File: src/rtl/core/scsa_pkg.sv
// Package for the size-class slab allocator core.
// Holds the shared constants, the controller/datapath command and status types.
// No dependencies.
package scsa_pkg;

  localparam int FRAME_SIZE_LOG = 21;
  localparam int MIN_OBJ_LOG    = 5;
  localparam int WORD_LOG       = 10;
  localparam int ADDR_W         = 48;
  localparam int PFN_W          = 27;
  localparam int SIZE_W         = 21;
  localparam int USED_W         = 17;
  localparam int TOTAL_W        = 22;
  localparam int FINFO_W        = 1 + 4 + USED_W;
  localparam logic [SIZE_W-1:0] MAX_SIZE = 21'd1048576;

  typedef enum logic [2:0] {
    RES_OK           = 3'd0,
    RES_TOO_LARGE    = 3'd1,
    RES_OUT_OF_MEM   = 3'd2,
    RES_NOT_FOUND    = 3'd3,
    RES_ALREADY_FREE = 3'd4
  } res_t;

  typedef enum logic [3:0] {
    OP_IDLE,
    OP_CLEAR,
    OP_LOAD,
    OP_A_FRD,
    OP_A_FCHK,
    OP_A_WRD,
    OP_A_WCHK,
    OP_A_COMMIT,
    OP_F_FRD,
    OP_F_FCHK,
    OP_F_WRD,
    OP_F_WCHK,
    OP_F_COMMIT
  } op_t;

  typedef enum logic [3:0] {
    S_CLEAR,
    S_IDLE,
    S_DISPATCH,
    S_A_FRD,
    S_A_FCHK,
    S_A_WRD,
    S_A_WCHK,
    S_A_COMMIT,
    S_F_FRD,
    S_F_FCHK,
    S_F_WRD,
    S_F_WCHK,
    S_F_COMMIT,
    S_DONE
  } state_t;

  typedef struct packed {
    op_t  op;
    logic set_res;
    res_t res;
  } cmd_t;

  typedef struct packed {
    logic clear_last;
    logic is_free;
    logic size_ok;
    logic rel_ok;
    logic frm_hit;
    logic last_frame;
    logic any_unused;
    logic word_full;
    logic frm_valid;
    logic bit_set;
  } sts_t;

  function automatic logic [USED_W-1:0] cap_of(input logic [3:0] k);
    return USED_W'(1) << (5'd16 - {1'b0, k});
  endfunction

endpackage

File: src/rtl/core/scsa_ctrl.sv
// Controller state machine of the slab allocator core.
// Depends on scsa_pkg; drives commands to scsa_dpath and reads its status.
module scsa_ctrl (
  input  logic           clk,
  input  logic           rst,
  input  logic           start,
  input  scsa_pkg::sts_t sts,
  output scsa_pkg::cmd_t cmd,
  output logic           busy,
  output logic           done
);

  scsa_pkg::state_t state, state_next;

  always_ff @(posedge clk) begin
    if (rst) begin
      state <= scsa_pkg::S_CLEAR;
    end else begin
      state <= state_next;
    end
  end

  always_comb begin
    state_next  = state;
    cmd.op      = scsa_pkg::OP_IDLE;
    cmd.set_res = 1'b0;
    cmd.res     = scsa_pkg::RES_OK;
    unique case (state)
      scsa_pkg::S_CLEAR: begin
        cmd.op = scsa_pkg::OP_CLEAR;
        if (sts.clear_last) state_next = scsa_pkg::S_IDLE;
      end
      scsa_pkg::S_IDLE: begin
        if (start) begin
          cmd.op     = scsa_pkg::OP_LOAD;
          state_next = scsa_pkg::S_DISPATCH;
        end
      end
      scsa_pkg::S_DISPATCH: begin
        if (sts.is_free) begin
          state_next = scsa_pkg::S_F_FRD;
        end else if (!sts.size_ok) begin
          cmd.set_res = 1'b1;
          cmd.res     = scsa_pkg::RES_TOO_LARGE;
          state_next  = scsa_pkg::S_DONE;
        end else begin
          state_next = scsa_pkg::S_A_FRD;
        end
      end
      scsa_pkg::S_A_FRD: begin
        cmd.op     = scsa_pkg::OP_A_FRD;
        state_next = scsa_pkg::S_A_FCHK;
      end
      scsa_pkg::S_A_FCHK: begin
        cmd.op = scsa_pkg::OP_A_FCHK;
        if (sts.frm_hit) begin
          state_next = scsa_pkg::S_A_WRD;
        end else if (sts.last_frame) begin
          if (sts.any_unused) begin
            state_next = scsa_pkg::S_A_COMMIT;
          end else begin
            cmd.set_res = 1'b1;
            cmd.res     = scsa_pkg::RES_OUT_OF_MEM;
            state_next  = scsa_pkg::S_DONE;
          end
        end else begin
          state_next = scsa_pkg::S_A_FRD;
        end
      end
      scsa_pkg::S_A_WRD: begin
        cmd.op     = scsa_pkg::OP_A_WRD;
        state_next = scsa_pkg::S_A_WCHK;
      end
      scsa_pkg::S_A_WCHK: begin
        cmd.op     = scsa_pkg::OP_A_WCHK;
        state_next = sts.word_full ? scsa_pkg::S_A_WRD : scsa_pkg::S_A_COMMIT;
      end
      scsa_pkg::S_A_COMMIT: begin
        cmd.op     = scsa_pkg::OP_A_COMMIT;
        state_next = scsa_pkg::S_DONE;
      end
      scsa_pkg::S_F_FRD: begin
        cmd.op = scsa_pkg::OP_F_FRD;
        if (!sts.rel_ok) begin
          cmd.set_res = 1'b1;
          cmd.res     = scsa_pkg::RES_NOT_FOUND;
          state_next  = scsa_pkg::S_DONE;
        end else begin
          state_next = scsa_pkg::S_F_FCHK;
        end
      end
      scsa_pkg::S_F_FCHK: begin
        cmd.op = scsa_pkg::OP_F_FCHK;
        if (!sts.frm_valid) begin
          cmd.set_res = 1'b1;
          cmd.res     = scsa_pkg::RES_NOT_FOUND;
          state_next  = scsa_pkg::S_DONE;
        end else begin
          state_next = scsa_pkg::S_F_WRD;
        end
      end
      scsa_pkg::S_F_WRD: begin
        cmd.op     = scsa_pkg::OP_F_WRD;
        state_next = scsa_pkg::S_F_WCHK;
      end
      scsa_pkg::S_F_WCHK: begin
        cmd.op = scsa_pkg::OP_F_WCHK;
        if (!sts.bit_set) begin
          cmd.set_res = 1'b1;
          cmd.res     = scsa_pkg::RES_ALREADY_FREE;
          state_next  = scsa_pkg::S_DONE;
        end else begin
          state_next = scsa_pkg::S_F_COMMIT;
        end
      end
      scsa_pkg::S_F_COMMIT: begin
        cmd.op     = scsa_pkg::OP_F_COMMIT;
        state_next = scsa_pkg::S_DONE;
      end
      scsa_pkg::S_DONE: begin
        state_next = scsa_pkg::S_IDLE;
      end
      default: state_next = scsa_pkg::S_IDLE;
    endcase
  end

  assign busy = (state != scsa_pkg::S_IDLE);
  assign done = (state == scsa_pkg::S_DONE);

endmodule

File: config.mk
export PLATFORM = sky130hd
export DESIGN_NAME = scsa_ctrl
export DESIGN_NICKNAME = d
export VERILOG_FILES = /design/src/rtl/core/scsa_pkg.sv /design/src/rtl/core/scsa_ctrl.sv
export SDC_FILE = /design/constraint.sdc
export NUM_CORES = 1
export LEC_CHECK = 0
export ABC_AREA = 0
export BUFFER_PORTS_ARGS = -buffer_cell sky130_fd_sc_hd__buf_4
export CAP_MARGIN = 40
export CELL_PAD_IN_SITES_DETAIL_PLACEMENT = 1
export CELL_PAD_IN_SITES_GLOBAL_PLACEMENT = 1
export CORE_MARGIN = 3
export CORE_UTILIZATION = 32
export DETAILED_ROUTE_END_ITERATION = 12
export GPL_TIMING_DRIVEN = 0
export HOLD_SLACK_MARGIN = 0.1
export PLACE_DENSITY = 0.78
export SLEW_MARGIN = 20
export SYNTH_ARGS = -nofsm -noshare
export SYNTH_HDL_FRONTEND = slang
export SYNTH_SLANG_ARGS = --single-unit
File: constraint.sdc
create_clock -name clk -period 3.5 [get_ports clk]
set_input_delay 0.7 -clock clk [delete_from_list [all_inputs] [get_ports clk]]
set_output_delay 0.7 -clock clk [all_outputs]
set_load 0.005 [all_outputs]
* After elaboration in Yosys (flattened, before gate mapping) *
Cells that the tools add are included.

word-level totals
  bits in registers = 4
  latch bits = 0
  RAM bits = 0
  bits in read-only memories = 0
  bits of input ports = 13
  memories kept = 0

operators by class
  add/subtract/negate cells = 0
  multiply operators = 0
  div/mod/pow operators = 0
  magnitude comparators = 0
  equal/unequal tests = 16
  shift-type cells = 0
  muxes and demuxes = 23
  bitwise gates (word level) = 0
  reduce and logical (&&, ||, !) cells = 3

operators by type and width
  cell                count
  $pmux 4 s12         2
  $mux 4              15
  $eq 4x4->1 const B  6
  $pmux 4 s5          1
  $eq 4x3->1 const B  4
  $eq 4x2->1 const B  2
  $mux 3              2
  $eq 4x1->1 const B  1
  $logic_not 4->1     1
  $mux 2              2
  $ne 2x2->1 const B  2
  $ne 4x1->1 const B  1
  $reduce_and 2->1    1
  $reduce_or 2->1     1
  $mux 1              1

* Depth between registers and ports, before layout *
Gate-level depths: netlist (run 1).

  depth in word-level cells = 4
  gate-level depth with buffers = 5

* Least setup slack after synthesis (run 1) *
OpenSTA, ideal clock, no wires.

  path kind = input -> output
  from = in sts[6] in the netlist's numbering
  to = out cmd[3] in the netlist's numbering
  arrival = 1.517 ns
  required time = 2.800 ns
  path slack = 1.283 ns
  stages = 4
  path through = mux2_4 > or3_4 > o31ai_4 > or3b_1

RTL lines
  item                line            RTL
  start: declaration  scsa_ctrl.sv:7  input scsa_pkg::sts_t sts,
  end: declaration    scsa_ctrl.sv:8  output scsa_pkg::cmd_t cmd,

==> impl_metrics.csv, run 1 <==
group,metric,value,unit
worst_setup_path,crit_chain,"buf_4 -> mux2_4 -> or3_4 -> o31ai_4 -> or3b_1 -> buf_4",
drt,vias,600,
grt,grt_max_degree,11,
drt,wl,1660,microns
drt,wl_per_cell,15.2,microns
power_and_ir_drop,p_total,0.000283,W
die,die_h,45.4,microns
drt,drtIter0Drc,15,
sta,skew,0.00105,ns
synthesis,seq_area_frac_synth,0.161,
power_and_ir_drop,peakVddDrop,246,uV
synthesis,synth_top_area_cell,"dfxtp_1",
worst_setup_path,crit_type,"in2out",
die,coreArea,0.00138,sq mm
grt,grt_usage,0.175,
layout,fin_nets,109,
layout,n_antenna_cell,0,
clocking,cts-htree-levels,1,
layout,largest_reg_flops,4,
layout,layout-drive-gt1-share,0.383,
worst_setup_path,required,2.80,ns
drt,firstDrtPassIters,4,
synthesis,yosysMostFrequentCell,"a21oi_1",
worst_setup_path,worstPathMaxFanout,3,
worst_setup_path,critPathMostFrequentCell,"buf_4",
grt,grt_pass1_wl,2650,microns
sta,max_clock_freq,409,MHz
clocking,cts-root-buf,"clkbuf_4",
place,numPortBuffers,22,
synthesis,syn_area_per_cell,7.20,sq um
die,rows,13,
clocking,path_clk_slew,0.03,ns
grt,grt_pass1_vias,583,
sta,setup_viol,0,
synthesis,ys_top_cells_by_count,"a21oi_1, nand2_1, nor2_1",
synthesis,yosys_warnings,0,
clocking,cts_tree,"yes",
worst_setup_path,slowest_delay,0.35,ns
clocking,clock_sinks,4,
grt,grt_antenna_before_repair,0,
synthesis,syn_nets,82,
clocking,clkLatencyLatePin,0.23,ns
worst_setup_path,slowest_stage,"or3_4",
sta,tightest_slew,0.486,ns
synthesis,synth_top_flop_cell,"dfxtp_1",
clocking,postCtsHoldBufs,0,
synthesis,synth_edf_count,0,
place,dpl.hpwl,1350,microns
clocking,cts.path.max_buffers,2,
sta,hold_viol_final,0,
layout,fin_util,0.509,
grt,grt_overflow,0,
layout,final_area,703,sq um
sta,slew_headroom,0.674,
clocking,cts_setup_buffers,0,
place,placed_cell_area,681,sq um
hold_path,hp-class,"in2reg",
sta,rsz0062_at_grt,"false",
die,num_io_pins,23,
synthesis,synth_cell_types,40,
clocking,postCtsResizedCells,0,
worst_setup_path,cp-end-kind,"output port",
outcome,status,"complete, no violations",
drt,vias_per_cell,5.50,
clocking,cts_buffers,3,
worst_setup_path,crit_arrival,1.75,ns
place,place.gp.congestion,0.761,
sta,setup_tns,0,ns
layout,syn2layout_area_growth,41.6,%
power_and_ir_drop,powerDensity,403,mW/mm^2
run,maxCapViolCount,0,
sta,finalCriticalPeriod,2.45,ns
synthesis,synth.area.top_cells,"dfxtp_1, a21oi_1, a31oi_1",
layout,top_register,"state",
die,start_util,0.359,
die,die_width,45.4,microns
worst_setup_path,crit_path_start_kind,"input port",
sta,drv_slew,0,
layout,reg.largest.list,"state (4)",
die,die_area,0.00206,sq mm
drt,drc_errors,0,
synthesis,synth_top_area_share,0.161,
synthesis,syn_inst,69,
synthesis,synthArstFlopShare,0,
synthesis,synthesis.area,497,sq um
synthesis,synth-seq-cells,4,
power_and_ir_drop,power_leakage,0.317,nW
drt,ant_nets,0,
sta,period_share,0.699,
==> logic make-up after synthesis <==
group	after synthesis	synth area share
AO/OA/AOI/OAI	26	0.368
buffers and inverters	9	0.103
flip-flops	4	0.161
multiplexers	2	0.0504
AND/OR/NAND/NOR	28	0.317
==> final timing paths <==
check,slack [ns],cells after the start,end,from
min reg2reg,0.77,3,state[1],state[3]
max reg2reg,2.02,4,state[1],state[0]
max,1.05,6,cmd[3],sts[1]
min,0.66,2,state[0],rst
==> metrics by stage <==
step	hold slack, ns	setup WS, ns	std cells
final	0.664	1.05	109
after global routing	0.667	1.03	109
after CTS	0.649	1.05	109
after detailed placement	0.763	1.05	106
after global placement	0.735	1.06	106
after floorplan	0.684	1.28	69
==> where the power goes <==
part	internal [W]	total, W	switching [W]
registers	0.0000530	0.0000599	0.00000690
clock network	0.0000382	0.0000542	0.0000160
logic	0.0000837	0.000169	0.0000855
total	0.000175	0.000283	0.000108
==> placed cells by master (no fill, tap or decap), types with 2 or more instances in the layout <==
cell	n
o21ai_0	3
dfxtp_1	4
a21boi_0	2
buf_2	2
nand2_1	6
clkbuf_4	4
a31oi_1	4
nor2_1	6
a21oi_1	7
nor2b_1	2
nand2b_1	2
inv_1	2
buf_4	23
==> critical path, delay by kind of cell <==
kind	cells	cell delay (ns)
and+or+nand+nor	2	0.49
muxes	1	0.25
buffers and inverters	2	0.22
AOI/OAI and AO/OA	1	0.08
==> layout make-up <==
class	instances	area, sq um
repair buffers	22	165
flip-flops and latches	4	80.1
clock buffers	3	22.5
fillers	196	679
well taps	15	18.8
inverters	3	11.3
multi-input cells	56	365
plain buffers	6	40.0
==> per-layer routing <==
| layer | up-vias | routed length (microns) | GRT usage | share of wire |
|---|---|---|---|---|
| li1 | 303 | - | - | - |
| met1 | 282 | 732 | 0.232 | 0.44 |
| met2 | 15 | 860 | 0.301 | 0.52 |
| met3 | 0 | 62 | 0 | 0.037 |
| met4 | 0 | 0 | 0.0702 | 0 |
| met5 | - | 0 | 0 | 0 |
No activity file was read; power rests on OpenSTA's default activity.
==> run 2, diff against run 1 <==
--- a/config.mk
+++ b/config.mk
@@ -11,11 +11,11 @@
 export CELL_PAD_IN_SITES_DETAIL_PLACEMENT = 1
 export CELL_PAD_IN_SITES_GLOBAL_PLACEMENT = 1
 export CORE_MARGIN = 3
-export CORE_UTILIZATION = 32
+export CORE_UTILIZATION = 30
 export DETAILED_ROUTE_END_ITERATION = 12
 export GPL_TIMING_DRIVEN = 0
 export HOLD_SLACK_MARGIN = 0.1
-export PLACE_DENSITY = 0.78
+export PLACE_DENSITY = 0.74
 export SLEW_MARGIN = 20
 export SYNTH_ARGS = -nofsm -noshare
 export SYNTH_HDL_FRONTEND = slang
==> constraint.sdc (replaced) <==
create_clock -name clk -period 2.41 [get_ports clk]
set_input_delay 0.482 -clock clk [delete_from_list [all_inputs] [get_ports clk]]
set_output_delay 0.482 -clock clk [all_outputs]
set_load 0.005 [all_outputs]
==> impl_metrics.csv, run 2 (synthesis results as in run 1) <==
group,metric,value,unit
outcome,status,"complete, no violations",
layout,layout-drive-gt1-share,0.383,
grt,grt.met1_usage,0.214,
sta,setup_viol,0,
power_and_ir_drop,power_leakage,0.317,nW
place,dpl.hpwl,1250,microns
drt,firstDrtPassIters,3,
layout,syn2layout_area_growth,41.8,%
die,die_h,46.7,microns
grt,grt_busiest_layer,"met2",
clocking,cts-htree-levels,1,
sta,max_clock_freq,484,MHz
place,numPortBuffers,22,
drt,drtIter0Drc,3,
grt,grt_pass1_wl,2420,microns
layout,num-fill-cells,204,
worst_setup_path,crit_path_start_kind,"register",
layout,mostFrequentLayoutCells,"buf_4, a21oi_1, nor2_1, nand2_1",
drt,vias_per_cell,5.44,
grt,grt_pass1_vias,555,
grt,grt_antenna_before_repair,0,
sta,setup_tns,0,ns
sta,drv_slew,0,
layout,final_common_cell,"buf_4",
worst_setup_path,cp-end-kind,"output port",
place,placed_cell_area,682,sq um
power_and_ir_drop,peakVddDrop,298,uV
place,place.gp.congestion,0.763,
clocking,cts_tree,"yes",
run,maxCapViolCount,0,
worst_setup_path,crit_arrival,1.58,ns
drt,ant_nets,0,
worst_setup_path,required,1.93,ns
sta,fin_ws,0.346,ns
die,start_util,0.326,
clocking,cts-root-buf,"clkbuf_4",
worst_setup_path,crit_type,"reg2out",
clocking,postCtsResizedCells,0,
layout,top_register,"state",
grt,grt_max_degree,11,
sta,hold_viol_final,0,
drt,wl,1500,microns
sta,slew_headroom,0.736,
clocking,path_clk_slew,0.03,ns
layout,reg.largest.list,"state (4)",
layout,n_antenna_cell,0,
place,dp_slack,0.413,ns
sta,finalCriticalPeriod,2.06,ns
grt,use_met3,0,
clocking,cts_buffers,3,
die,die_width,46.7,microns
grt,grt_usage,0.152,
die,coreArea,0.00152,sq mm
sta,tightest_slew,0.386,ns
clocking,cts_setup_buffers,0,
sta,period_share,0.857,
die,num_io_pins,23,
drt,vias,598,
hold_path,hp-class,"in2reg",
drt,drc_errors,0,
grt,met2_usage,0.250,
die,die_area,0.00218,sq mm
sta,rsz0062_at_grt,"false",
worst_setup_path,worstPathMaxFanout,4,
grt,grt_overflow,0,
die,rows,14,
layout,final_area,704,sq um
drt,wl_per_cell,13.6,microns
clocking,cts.path.max_buffers,2,
layout,largest_reg_flops,4,
power_and_ir_drop,powerDensity,576,mW/mm^2
clocking,postCtsHoldBufs,0,
clocking,clock_sinks,4,
sta,skew,0.000211,ns
layout,fin_nets,109,
clocking,clkLatencyLatePin,0.23,ns
[run 2: layer usage]
| metal | routed length [microns] | share of wire |
|---|---|---|
| met5 | 0 | 0 |
| met1 | 715 | 0.48 |
| met4 | 0 | 0 |
| met2 | 717 | 0.48 |
| met3 | 66 | 0.044 |
[run 2: layout make-up]
type / instances / area (sq um) / share of cell area
Clock buffer: 3 / 22.5 / 0.0320
Inverter: 3 / 11.3 / 0.0160
Multi-Input combinational cell: 56 / 365 / 0.519
Sequential cell: 4 / 80.1 / 0.114
Timing Repair Buffer: 22 / 165 / 0.234
Tap cell: 16 / 20.0 / 0.0284
Buffer: 6 / 40.0 / 0.0568
[run 2: final timing paths]
kind              startpoint        to  slack (ns)  cells past startpoint
setup reg to reg    state[0]  state[1]        1.02                      4
setup / recovery    state[0]    cmd[3]        0.35                      5
hold / removal           rst  state[3]        0.45                      2
hold reg to reg     state[3]  state[1]        0.75                      3
[run 2: report_power, final]
group          switching [W]  total (W)  internal [W]
clock network      0.0000225  0.0000779     0.0000553
registers         0.00000955  0.0000865     0.0000770
logic               0.000120   0.000242      0.000121
total               0.000152   0.000406      0.000254
[run 2: critical path, stage by stage, from the launching register on]
cell and delay, ns:
dfxtp_1 0.38, mux2_4 0.31, or3_4 0.35, o31ai_4 0.08, or3b_1 0.14, buf_4 0.10
[run 2: metrics by stage]
step,utilization,hold WS (ns),cells,power [W]
6_report,0.462,0.448,110,0.000406
5_1_grt,0.462,0.445,110,0.000446
4_1_cts,0.462,0.435,110,0.000415
3_5_place_dp,0.447,0.681,107,0.000331
3_3_place_gp,0.447,0.682,107,0.000330
2_1_floorplan,-,0.551,69,0.000238
